--- src/hte_pkg.sv ---
// Shared types, character constants and tag-word tables for the HTML text extractor.
// No dependencies; every other file but hte_if.sv imports this package.
`default_nettype none

package hte_pkg;

  localparam logic [7:0] CH_LT    = 8'h3C;  // '<'
  localparam logic [7:0] CH_GT    = 8'h3E;  // '>'
  localparam logic [7:0] CH_SPACE = 8'h20;  // ' '
  localparam logic [7:0] CH_UC_A  = 8'h41;
  localparam logic [7:0] CH_UC_Z  = 8'h5A;
  localparam logic [7:0] CASE_OFS = 8'h20;

  // Parser mode, one-hot
  typedef enum logic [8:0] {
    MODE_SEEK        = 9'b000000001,  // before body, outside tags
    MODE_SEEK_TAG    = 9'b000000010,  // before body, matching "body"
    MODE_BODY_REST   = 9'b000000100,  // body seen, skip to '>'
    MODE_TEXT        = 9'b000001000,  // in body, outside tags
    MODE_TAG         = 9'b000010000,  // in body, matching "script"
    MODE_SCRIPT_REST = 9'b000100000,  // script seen, skip to '>'
    MODE_BLOCK       = 9'b001000000,  // inside script, outside tags
    MODE_BLOCK_TAG   = 9'b010000000,  // inside script, matching "/script"
    MODE_END_REST    = 9'b100000000   // /script seen, skip to '>'
  } mode_t;

  typedef enum logic [1:0] {
    WORD_BODY,
    WORD_SCRIPT,
    WORD_ENDSCRIPT
  } word_sel_t;

  typedef logic [2:0] match_idx_t;

  typedef struct packed {
    match_idx_t idx;
    logic       done;
  } match_res_t;

  typedef struct packed {
    logic [7:0] text_char;
    logic       keep;
    logic       text_end;
  } out_word_t;

  function automatic logic [7:0] fold_case(input logic [7:0] c);
    logic [7:0] r;
    r = c;
    if (c >= CH_UC_A && c <= CH_UC_Z) begin
      r = c + CASE_OFS;
    end
    return r;
  endfunction

  function automatic match_idx_t word_len(input word_sel_t sel);
    match_idx_t n;
    unique case (sel)
      WORD_BODY:      n = 3'd4;
      WORD_SCRIPT:    n = 3'd6;
      WORD_ENDSCRIPT: n = 3'd7;
      default:        n = 3'd4;
    endcase
    return n;
  endfunction

  function automatic logic [7:0] script_char(input match_idx_t idx);
    logic [7:0] ch;
    unique case (idx)
      3'd0:    ch = 8'h73;  // s
      3'd1:    ch = 8'h63;  // c
      3'd2:    ch = 8'h72;  // r
      3'd3:    ch = 8'h69;  // i
      3'd4:    ch = 8'h70;  // p
      3'd5:    ch = 8'h74;  // t
      default: ch = 8'h00;
    endcase
    return ch;
  endfunction

  function automatic logic [7:0] word_char(input word_sel_t sel, input match_idx_t idx);
    logic [7:0] ch;
    unique case (sel)
      WORD_BODY: begin
        unique case (idx)
          3'd0:    ch = 8'h62;  // b
          3'd1:    ch = 8'h6F;  // o
          3'd2:    ch = 8'h64;  // d
          3'd3:    ch = 8'h79;  // y
          default: ch = 8'h00;
        endcase
      end
      WORD_SCRIPT: ch = script_char(idx);
      WORD_ENDSCRIPT: begin
        if (idx == 3'd0) begin
          ch = 8'h2F;  // '/'
        end else begin
          ch = script_char(idx - 3'd1);
        end
      end
      default: ch = 8'h00;
    endcase
    return ch;
  endfunction

endpackage

`default_nettype wire

--- src/hte_if.sv ---
// Valid/ready stream interfaces for the HTML text extractor input and result channels.
// Depends on nothing.
`default_nettype none

interface hte_in_if;
  logic       valid;
  logic       ready;
  logic [7:0] data_byte;
  logic       doc_end;

  modport source (output valid, output data_byte, output doc_end, input ready);
  modport sink   (input valid, input data_byte, input doc_end, output ready);
endinterface

interface hte_out_if;
  logic       valid;
  logic       ready;
  logic [7:0] text_char;
  logic       keep;
  logic       text_end;

  modport source (output valid, output text_char, output keep, output text_end, input ready);
  modport sink   (input valid, input text_char, input keep, input text_end, output ready);
endinterface

`default_nettype wire

--- src/html_text_extractor.sv ---
// HTML text extractor: flags the visible-text bytes of an HTML byte stream.
// Each result word is registered in the result buffer before it is offered on out_ch.
// Throughput: one byte per cycle; the two-word result buffer keeps input open
// while one result waits, and input stalls only when both buffer slots are full.
// Reset (synchronous, rst_n low): parser back to "seeking body", buffer emptied.
// Depends on hte_pkg, hte_if, hte_word_match and hte_out_fifo.
`default_nettype none

module html_text_extractor
  import hte_pkg::*;
(
  input  logic     clk,
  input  logic     rst_n,
  hte_in_if.sink   in_ch,
  hte_out_if.source out_ch
);

  // Parser state: one-hot mode plus letters of the current tag word matched.
  mode_t      mode_r, mode_nxt;
  match_idx_t match_r, match_nxt;

  logic       accept;
  logic       buf_full;
  word_sel_t  word_sel;
  match_res_t mres;
  logic [7:0] c;
  logic       keep;
  out_word_t  res_word;

  assign c        = in_ch.data_byte;
  assign in_ch.ready = !buf_full;
  assign accept   = in_ch.valid && in_ch.ready;

  // Which tag word is being hunted depends on where we are in the document.
  always_comb begin
    unique case (mode_r)
      MODE_TAG:       word_sel = WORD_SCRIPT;
      MODE_BLOCK_TAG: word_sel = WORD_ENDSCRIPT;
      default:        word_sel = WORD_BODY;
    endcase
  end

  hte_word_match u_match (
    .sel    (word_sel),
    .idx_in (match_r),
    .c      (c),
    .res    (mres)
  );

  // Mode transitions; the '>' check wins over matching inside a tag.
  always_comb begin
    mode_nxt  = mode_r;
    match_nxt = match_r;
    keep      = 1'b0;
    unique case (mode_r)
      MODE_SEEK_TAG: begin
        if (c == CH_GT) begin
          mode_nxt = MODE_SEEK;
        end else begin
          match_nxt = mres.idx;
          if (mres.done) mode_nxt = MODE_BODY_REST;
        end
      end
      MODE_BODY_REST: begin
        if (c == CH_GT) mode_nxt = MODE_TEXT;
      end
      MODE_TEXT: begin
        if (c == CH_LT) begin
          mode_nxt  = MODE_TAG;
          match_nxt = '0;
        end else if (c != CH_GT) begin
          keep = 1'b1;  // plain text outside any tag
        end
      end
      MODE_TAG: begin
        if (c == CH_GT) begin
          mode_nxt = MODE_TEXT;
        end else begin
          match_nxt = mres.idx;
          if (mres.done) mode_nxt = MODE_SCRIPT_REST;
        end
      end
      MODE_SCRIPT_REST: begin
        if (c == CH_GT) mode_nxt = MODE_BLOCK;
      end
      MODE_BLOCK: begin
        if (c == CH_LT) begin
          mode_nxt  = MODE_BLOCK_TAG;
          match_nxt = '0;
        end
      end
      MODE_BLOCK_TAG: begin
        if (c == CH_GT) begin
          mode_nxt = MODE_BLOCK;
        end else begin
          match_nxt = mres.idx;
          if (mres.done) mode_nxt = MODE_END_REST;
        end
      end
      MODE_END_REST: begin
        if (c == CH_GT) mode_nxt = MODE_TEXT;
      end
      default: begin
        // seeking body; illegal codes recover here as well
        if (c == CH_LT) begin
          mode_nxt  = MODE_SEEK_TAG;
          match_nxt = '0;
        end else begin
          mode_nxt = MODE_SEEK;
        end
      end
    endcase

    // Last byte of a document: the next byte starts a fresh document.
    if (in_ch.doc_end) begin
      mode_nxt  = MODE_SEEK;
      match_nxt = '0;
    end
  end

  assign res_word.text_char = c;
  assign res_word.keep      = keep;
  assign res_word.text_end  = in_ch.doc_end;

  always_ff @(posedge clk) begin
    if (!rst_n) begin
      mode_r  <= MODE_SEEK;
      match_r <= '0;
    end else if (accept) begin
      mode_r  <= mode_nxt;
      match_r <= match_nxt;
    end
  end

  // Result word buffer toward the output channel.
  hte_out_fifo u_out_fifo (
    .clk       (clk),
    .rst_n     (rst_n),
    .push      (accept),
    .push_word (res_word),
    .full      (buf_full),
    .out_ch    (out_ch)
  );

endmodule

`default_nettype wire

--- src/hte_word_match.sv ---
// One step of case-insensitive tag-word matching (body, script, /script).
// Depends on hte_pkg.
`default_nettype none

module hte_word_match
  import hte_pkg::*;
(
  input  word_sel_t  sel,
  input  match_idx_t idx_in,
  input  logic [7:0] c,
  output match_res_t res
);

  match_idx_t len;
  match_idx_t idx;
  match_idx_t idx_nxt;

  always_comb begin
    len = word_len(sel);
    idx = (idx_in >= len) ? '0 : idx_in;
    if (word_char(sel, idx) == fold_case(c)) begin
      idx_nxt = idx + 3'd1;
    end else if (c != CH_SPACE) begin
      idx_nxt = '0;
    end else begin
      idx_nxt = idx;  // spaces are skipped
    end
    res.idx  = idx_nxt;
    res.done = (idx_nxt == len);
  end

endmodule

`default_nettype wire

--- src/hte_out_fifo.sv ---
// Two-word result buffer that decouples the parser from the result channel.
// Depends on hte_pkg and hte_out_if.
`default_nettype none

module hte_out_fifo
  import hte_pkg::*;
(
  input  logic      clk,
  input  logic      rst_n,
  input  logic      push,
  input  out_word_t push_word,
  output logic      full,
  hte_out_if.source out_ch
);

  out_word_t  mem_r [2];
  logic       wr_ptr_r;
  logic       rd_ptr_r;
  logic [1:0] cnt_r;
  logic       pop;
  out_word_t  head;

  assign full = (cnt_r == 2'd2);
  assign pop  = (cnt_r != 2'd0) && out_ch.ready;
  assign head = mem_r[rd_ptr_r];

  assign out_ch.valid     = (cnt_r != 2'd0);
  assign out_ch.text_char = head.text_char;
  assign out_ch.keep      = head.keep;
  assign out_ch.text_end  = head.text_end;

  always_ff @(posedge clk) begin
    if (push) begin
      mem_r[wr_ptr_r] <= push_word;
    end
  end

  always_ff @(posedge clk) begin
    if (!rst_n) begin
      wr_ptr_r <= 1'b0;
      rd_ptr_r <= 1'b0;
      cnt_r    <= 2'd0;
    end else begin
      if (push) begin
        wr_ptr_r <= ~wr_ptr_r;
      end
      if (pop) begin
        rd_ptr_r <= ~rd_ptr_r;
      end
      if (push && !pop) begin
        cnt_r <= cnt_r + 2'd1;
      end else if (pop && !push) begin
        cnt_r <= cnt_r - 2'd1;
      end
    end
  end

endmodule

`default_nettype wire

--- src/flat_wrapper.sv ---
// flat-port wrapper written by rule: the top's interface ports become plain ports
module html_text_extractor_flat import hte_pkg::*;
  (clk, rst_n, in_ch_valid, in_ch_data_byte, in_ch_doc_end, in_ch_ready, out_ch_valid, out_ch_text_char, out_ch_keep, out_ch_text_end, out_ch_ready);
  hte_in_if in_ch_i ();
  hte_out_if out_ch_i ();
  input  logic clk;
  input  logic rst_n;
  input wire logic [$bits(in_ch_i.valid)-1:0] in_ch_valid;
  input wire logic [$bits(in_ch_i.data_byte)-1:0] in_ch_data_byte;
  input wire logic [$bits(in_ch_i.doc_end)-1:0] in_ch_doc_end;
  output wire logic [$bits(in_ch_i.ready)-1:0] in_ch_ready;
  output wire logic [$bits(out_ch_i.valid)-1:0] out_ch_valid;
  output wire logic [$bits(out_ch_i.text_char)-1:0] out_ch_text_char;
  output wire logic [$bits(out_ch_i.keep)-1:0] out_ch_keep;
  output wire logic [$bits(out_ch_i.text_end)-1:0] out_ch_text_end;
  input wire logic [$bits(out_ch_i.ready)-1:0] out_ch_ready;
  assign in_ch_i.valid = in_ch_valid;
  assign in_ch_i.data_byte = in_ch_data_byte;
  assign in_ch_i.doc_end = in_ch_doc_end;
  assign in_ch_ready = in_ch_i.ready;
  assign out_ch_valid = out_ch_i.valid;
  assign out_ch_text_char = out_ch_i.text_char;
  assign out_ch_keep = out_ch_i.keep;
  assign out_ch_text_end = out_ch_i.text_end;
  assign out_ch_i.ready = out_ch_ready;
  html_text_extractor u_core (.clk(clk), .rst_n(rst_n), .in_ch(in_ch_i), .out_ch(out_ch_i));
endmodule
--- config.mk ---
export PLATFORM = sky130hd
export DESIGN_NAME = html_text_extractor_flat
export DESIGN_NICKNAME = d
export VERILOG_FILES = /design/src/hte_pkg.sv /design/src/hte_if.sv /design/src/html_text_extractor.sv /design/src/hte_word_match.sv /design/src/hte_out_fifo.sv /design/src/flat_wrapper.sv
export SDC_FILE = /design/constraint.sdc
export NUM_CORES = 1
export LEC_CHECK = 0
export BUFFER_PORTS_ARGS = -buffer_cell sky130_fd_sc_hd__buf_2
export CORE_MARGIN = 1
export CORE_UTILIZATION = 55
export DETAILED_ROUTE_END_ITERATION = 12
export GPL_TIMING_DRIVEN = 1
export PLACE_DENSITY = 0.74
export RECOVER_POWER = 100
export SYNTH_ARGS = -nofsm -noshare
export SYNTH_HDL_FRONTEND = slang
export SYNTH_HIERARCHICAL = 1
export SYNTH_SLANG_ARGS = --single-unit
--- constraint.sdc ---
create_clock -name clk -period 12.13 [get_ports clk]
set_clock_uncertainty 0.1 [all_clocks]
set_input_delay 0.6065 -clock clk [delete_from_list [all_inputs] [get_ports clk]]
set_output_delay 0.6065 -clock clk [all_outputs]
set_load 0.02 [all_outputs]
==> impl_metrics.json, run 1 <==
{
  "outcome": "completed",
  "synth_top_area_frac": 0.208,
  "worstPathCellList": "or4_1 -> nor4b_1 -> inv_1 -> ha_1 -> inv_1 -> ha_1 -> nand2_1 -> o211ai_1 -> inv_1 -> ha_1 -> o21a_1 -> o31ai_1 -> o311a_4 -> nor4bb_1 -> a2111oi_2 -> a2bb2oi_1 -> a32o_1 -> xnor2_1 -> o211a_1 -> nor4b_1 -> and3_1 -> o31ai_1 -> and3_1 -> mux2_1",
  "r2r_end": "u_core/mode_r[0]$_SDFFE_PN1P_",
  "start_kind": "flip-flop",
  "holdWs_ps": 432,
  "die_w_um": 74.4,
  "clk_path_buf_depth": 2,
  "fin_cells": 384,
  "netlist_area_sq_um": 2890,
  "period_share": 0.624,
  "hpwl_um": 4510,
  "path_class": "reg -> reg",
  "clock_latency_ps": 290,
  "gp_congestion": 0.899,
  "final_cell_area_sq_um": 3020,
  "row_count": 25,
  "wl_per_cell_um": 16.5,
  "critPathBufInv": 3,
  "tns_ps": 0,
  "hold_violations": 0,
  "max_stage_delay_ps": 620,
  "gr-usage-met3": 0.0366,
  "yosysWarnings": 6,
  "antenna_found_initial": 0,
  "multi_input_area_sq_um": 1760,
  "grt_setup_unrepaired": "false",
  "grt_pass1_vias": 2099,
  "dpl_cell_area_sq_um": 2970,
  "synthesis.nets": 328,
  "postCtsSetupRepairBufs": 0,
  "cts_sinks": 37,
  "grt_start_max_net_pins": 18,
  "portBuffers": 24,
  "core_sq_um": 4880,
  "avgSynthCellArea_sq_um": 9.71,
  "clk_pin_slew_ps": 80,
  "initial_core_util": 0.591,
  "holdBufCountCts": 0,
  "ir_worst_vdd_mv": 0.0770,
  "power_density_nw_per_um2": 113,
  "yosysMostFrequentCell": "nand2_1",
  "die-area_sq_um": 5540,
  "cts_tree": "done",
  "synth-main-ff-cell": "edfxtp_1",
  "ys_async_sr_fraction": 0,
  "via_per_inst": 6.20,
  "ant_nets": 0,
  "rr_startpoint": "u_core/mode_r[5]$_SDFFE_PN0P_",
  "nFillCells": 455,
  "setup_violations": 0,
  "slew_headroom": 0.385,
  "first_pass_iters": 5,
  "grtUsageMet1": 0.341,
  "cts.repair.resized": 0,
  "cts_root_buffer": "clkbuf_8",
  "drv_slew": 0,
  "synth_edf_count": 20,
  "vias": 2382,
  "synth-seq-area-share": 0.326,
  "cp.depth": 24,
  "fmaxAchievable_mhz": 132,
  "seqCellArea_sq_um": 941,
  "hold_class": "reg -> reg",
  "required_ps": 12210,
  "top_usage_layer": "met2",
  "nNetsFinal": 347,
  "p_leak_nw": 1.12,
  "antennaDiodeCount": 0,
  "grtUsageTotal": 0.238,
  "cp_top_family": "compound AO/OA/AOI/OAI gates",
  "ys_top_cells_by_area": "edfxtp_1 (21%), dfxtp_1 (12%), ha_1 (7.8%)",
  "critical_path.startpoint": "u_core/mode_r[5]$_SDFFE_PN0P_",
  "arrival_ps": 7650,
  "dp_cells": 376,
  "use_met2": 0.374,
  "die_h_um": 74.4,
  "maxCapViolations": 0,
  "cp_slowest_cell": "or4_1",
  "h-tree-depth": 2,
  "wl_um": 6330,
  "io_pins": 25,
  "min-delay-start": "u_core/u_out_fifo/cnt_r[1]$_SDFFE_PN0P_",
  "synth.distinct_cells": 77,
  "r2r_slack_ps": 4560,
  "synthCells": 297,
  "ys_ff_latch": 37,
  "cp_max_fo": 10,
  "drive_gt1_frac": 0.136,
  "drc_errors": 0,
  "first_iter_violations": 194,
  "yosys-top-cells-count": "nand2_1 (31), edfxtp_1 (20), ha_1 (18)",
  "cp-end-kind": "flip-flop",
  "synth_area_leader_cell": "edfxtp_1",
  "worst_pin_slew_ps": 920,
  "overflow": 0,
  "fin_crit_ps": 7570,
  "grt_pass1_wl_um": 10200,
  "cp-endpoint": "u_core/mode_r[0]$_SDFFE_PN1P_",
  "power_mw": 0.340,
  "area_growth_pct": 4.60,
  "r2r_cells": 24,
  "cts_buffers": 5
}
[kinds of logic (layout without fill, tap and decap cells)]
| group | Yosys count | in the layout | share of synthesized area |
|---|---|---|---|
| flops | 37 | 37 | 0.326 |
| fa+ha+maj | 18 | 18 | 0.0781 |
| mux | 20 | 20 | 0.0763 |
| buf+inv | 27 | 47 | 0.0620 |
| simple gates | 114 | 114 | 0.234 |
| compound gates | 73 | 73 | 0.199 |
| xor+xnor | 8 | 8 | 0.0243 |
[where the power goes]
part	switching [mW]	leakage, nW	internal (mW)
sequential	0.0110	0.326	0.149
clock	0.0449	0.0482	0.0398
combinational	0.0570	0.750	0.0386
total	0.113	1.12	0.228
[routing by layer]
metal | part of all wire | wire length (um)
met2 | 0.45 | 2860
met3 | 0.054 | 345
met5 | 0 | 0
met4 | 0.011 | 71
met1 | 0.48 | 3060
[cell type report]
class	instances	area share
Multi-Input combinational cell	233	0.582
Sequential cell	37	0.312
Inverter	15	0.0195
Clock inverter	3	0.00539
Timing Repair Buffer	24	0.0311
Clock buffer	5	0.0228
Tap cell	67	0.0278
[how the worst min path moves through the flow]
stage / to / slack, ps / cells after the start
2_1_floorplan: u_core/u_out_fifo/cnt_r[1]$_SDFFE_PN0P_ / 370 / 2
3_3_place_gp: u_core/u_out_fifo/cnt_r[1]$_SDFFE_PN0P_ / 390 / 2
3_5_place_dp: u_core/u_out_fifo/cnt_r[1]$_SDFFE_PN0P_ / 400 / 2
4_1_cts: u_core/u_out_fifo/cnt_r[1]$_SDFFE_PN0P_ / 420 / 2
5_1_grt: u_core/mode_r[8]$_SDFFE_PN0P_ / 460 / 2
6_report: u_core/u_out_fifo/cnt_r[1]$_SDFFE_PN0P_ / 430 / 2
[per-stage QoR]
step / worst slack (ps) / util
floorplan: 5760 / -
global placement: 4930 / 0.608
detailed placement: 4760 / 0.608
CTS: 4700 / 0.626
global route: 3970 / 0.618
finish: 4560 / 0.618
[sequential cells by signal, indices dropped and copies added, names as in the netlist, named ones only]
register and flops:
u_core/u_out_fifo/rd_ptr_r 1, u_core/u_out_fifo/mem_r 20, u_core/mode_r 9, u_core/u_out_fifo/cnt_r 2
u_core/match_r 3, u_core/u_out_fifo/wr_ptr_r 1
[layout by cell type, fill, tap and decap left out, drive strengths merged, types with 5 or more instances in the layout]
master / count
o21ai: 12
mux2i: 7
nand3: 6
mux2: 13
nor2b: 6
xnor2: 5
a21oi: 9
nor4b: 6
nor2: 17
nor4: 6
nand2: 31
inv: 16
edfxtp: 20
clkbuf: 26
ha: 18
nor3: 5
o31ai: 5
and2: 6
a21o: 5
dfxtp: 17
[worst register-to-register path: stages, from the launching register on]
cell and delay, ps:
dfxtp_1 390, or4_1 620, nor4b_1 620, inv_1 200, ha_1 370, inv_1 60, ha_1 320, nand2_1 60
o211ai_1 590, inv_1 240, ha_1 370, o21a_1 220, o31ai_1 300, o311a_4 280, nor4bb_1 350, a2111oi_2 120
a2bb2oi_1 250, a32o_1 250, xnor2_1 140, o211a_1 240, nor4b_1 70, and3_1 180, o31ai_1 240, and3_1 510
mux2_1 360
No activity file was read; power rests on OpenSTA's default activity.
==> inputs of run 2 (changes only) <==
--- a/config.mk
+++ b/config.mk
@@ -7,10 +7,10 @@
 export LEC_CHECK = 0
 export BUFFER_PORTS_ARGS = -buffer_cell sky130_fd_sc_hd__buf_2
 export CORE_MARGIN = 1
-export CORE_UTILIZATION = 55
+export CORE_UTILIZATION = 54
 export DETAILED_ROUTE_END_ITERATION = 12
 export GPL_TIMING_DRIVEN = 1
-export PLACE_DENSITY = 0.74
+export PLACE_DENSITY = 0.76
 export RECOVER_POWER = 100
 export SYNTH_ARGS = -nofsm -noshare
 export SYNTH_HDL_FRONTEND = slang
==> constraint.sdc (replaced) <==
create_clock -name clk -period 6.1 [get_ports clk]
set_clock_uncertainty 0.1 [all_clocks]
set_input_delay 0.305 -clock clk [delete_from_list [all_inputs] [get_ports clk]]
set_output_delay 0.305 -clock clk [all_outputs]
set_load 0.02 [all_outputs]
==> impl_metrics.json, run 2 (synthesized netlist as in run 1, its figures left out) <==
{
  "outcome": "completed",
  "dp_slack_ps": -108,
  "area_growth_pct": 20.4,
  "nFillCells": 384,
  "intPower_mw": 0.462,
  "drv_slew": 0,
  "clk_path_buf_depth": 2,
  "fin_crit_ps": 5990,
  "wl_per_cell_um": 16.2,
  "antennaDiodeCount": 0,
  "fin_cells": 420,
  "overflow": 0,
  "largest_reg_flops": 20,
  "layout_common_cells": "nand2_1 (31), buf_4 (31), clkbuf_1 (22), edfxtp_1 (20)",
  "dr_wl_met3_um": 392,
  "h-tree-depth": 2,
  "hold_class": "in -> reg",
  "setup_violations": 0,
  "core_sq_um": 5140,
  "grt_start_max_net_pins": 18,
  "grt_pass1_wl_um": 10600,
  "first_iter_violations": 254,
  "clock_latency_ps": 290,
  "worst_pin_slew_ps": 908,
  "start_kind": "flip-flop",
  "first_pass_iters": 5,
  "cts_root_buffer": "clkbuf_8",
  "grtUsageTotal": 0.244,
  "regMostFlops": "u_core/u_out_fifo/mem_r",
  "row_count": 26,
  "die_h_um": 75.1,
  "path_class": "reg -> reg",
  "fmaxAchievable_mhz": 167,
  "die-area_sq_um": 5640,
  "initial_core_util": 0.561,
  "die_w_um": 75.1,
  "maxCapViolations": 0,
  "nNetsFinal": 380,
  "antenna_found_initial": 0,
  "p_sw_mw": 0.230,
  "hpwl_um": 4780,
  "setup_slack_ps": 113,
  "power_density_nw_per_um2": 199,
  "hold_violations": 0,
  "cts_tree": "done",
  "holdBufCountCts": 0,
  "slew_headroom": 0.394,
  "top_layer_used": "met4",
  "cts_sinks": 37,
  "portBuffers": 24,
  "switching_share": 0.332,
  "power_frac_seq": 0.459,
  "seqCellArea_sq_um": 941,
  "top_regs": "u_core/u_out_fifo/mem_r (20), u_core/mode_r (9), u_core/match_r (3)",
  "ant_nets": 0,
  "power_mw": 0.692,
  "cp-end-kind": "flip-flop",
  "drc_errors": 0,
  "pwr-share-clk": 0.241,
  "wl_um": 6800,
  "drive_gt1_frac": 0.303,
  "clk_pin_slew_ps": 80,
  "cts_buffers": 5,
  "cp_max_fo": 8,
  "required_ps": 6190,
  "io_pins": 25,
  "wl_met1_um": 3010,
  "multi_input_area_sq_um": 1960,
  "gp_congestion": 0.917,
  "grt_pass1_vias": 2308,
  "period_share": 0.981,
  "p_comb_frac": 0.300,
  "arrival_ps": 6070,
  "via_per_inst": 6.18,
  "met2WireLength_um": 3280,
  "vias": 2594,
  "ir_worst_vdd_mv": 0.147,
  "p_leak_nw": 1.30,
  "dp_cells": 403
}
## run 2: cell types whose count changed in the layout (fill, tap and decap cells not counted), moves of 4 or more
cell / change
o21ai_0: -4
ha_1: -10
ha_4: +7
buf_4: +31
## run 2: cell type report
| cell class | instances | area share |
|---|---|---|
| inverter | 15 | 0.0169 |
| clock inverter | 3 | 0.00504 |
| sequential | 37 | 0.271 |
| multi-input combinational | 233 | 0.564 |
| clock buffer | 5 | 0.0198 |
| timing repair buffer | 57 | 0.0983 |
| tap | 70 | 0.0252 |
## run 2: power by group through the flow
stage / Clock, mW / Sequential (mW) / Combinational (mW)
floorplan: 0 / 0.312 / 0.161
global placement: 0 / 0.322 / 0.203
detailed placement: 0 / 0.324 / 0.210
CTS: 0.170 / 0.318 / 0.213
global route: 0.181 / 0.322 / 0.228
finish: 0.167 / 0.317 / 0.208
## run 2: routing by layer
metal,track usage,up-vias
li1,-,1229
met1,0.329,1224
met2,0.397,123
met3,0.0442,18
met4,0.0755,0
met5,0,-
## run 2: metrics by stage
stage	util	hold WS (ps)	area, sq um	setup TNS (ps)
after floorplan	-	304	2910	0
after global placement	0.618	390	3170	0
after detailed placement	0.618	418	3170	-650
after CTS	0.642	188	3300	0
after global routing	0.676	298	3470	-913
final	0.676	275	3470	0
## run 2: critical path, cell delays in order (launching register included)
cell and delay [ps]:
dfxtp_1 320, or4_4 560, nor4b_4 300, inv_2 100
ha_4 280, inv_1 60, ha_4 280, inv_2 40
buf_4 130, o21ai_4 330, inv_4 120, ha_1 260
o41ai_1 410, o2111ai_1 180, a31oi_1 220, or4b_2 160
o31ai_1 70, o211a_1 240, a32o_2 290, xnor2_2 130
o211a_1 200, nor4b_2 60, and3_1 200, o31ai_2 300
and3_4 250, mux2_4 300
## run 2: repair_timing
| item | in CTS | in global routing |
|---|---|---|
| endpoints found under the setup margin | 9 | 9 |
| setup buffers | 2 | 7 |
| resized for setup | 5 | 31 |
| pin swaps | 2 | 15 |
## run 2: final timing paths
path                                                                 to  depth (start not counted)  slack, ps                               startpoint
worst max-delay path                      u_core/mode_r[0]$_SDFFE_PN1P_                         25        110            u_core/mode_r[6]$_SDFFE_PN0P_
worst min-delay path            u_core/u_out_fifo/mem_r[0][0]$_DFFE_PP_                          1        280                            in_ch_doc_end
worst max register to register            u_core/mode_r[0]$_SDFFE_PN1P_                         25        110            u_core/mode_r[6]$_SDFFE_PN0P_
worst min register to register  u_core/u_out_fifo/cnt_r[1]$_SDFFE_PN0P_                          2        440  u_core/u_out_fifo/cnt_r[1]$_SDFFE_PN0P_
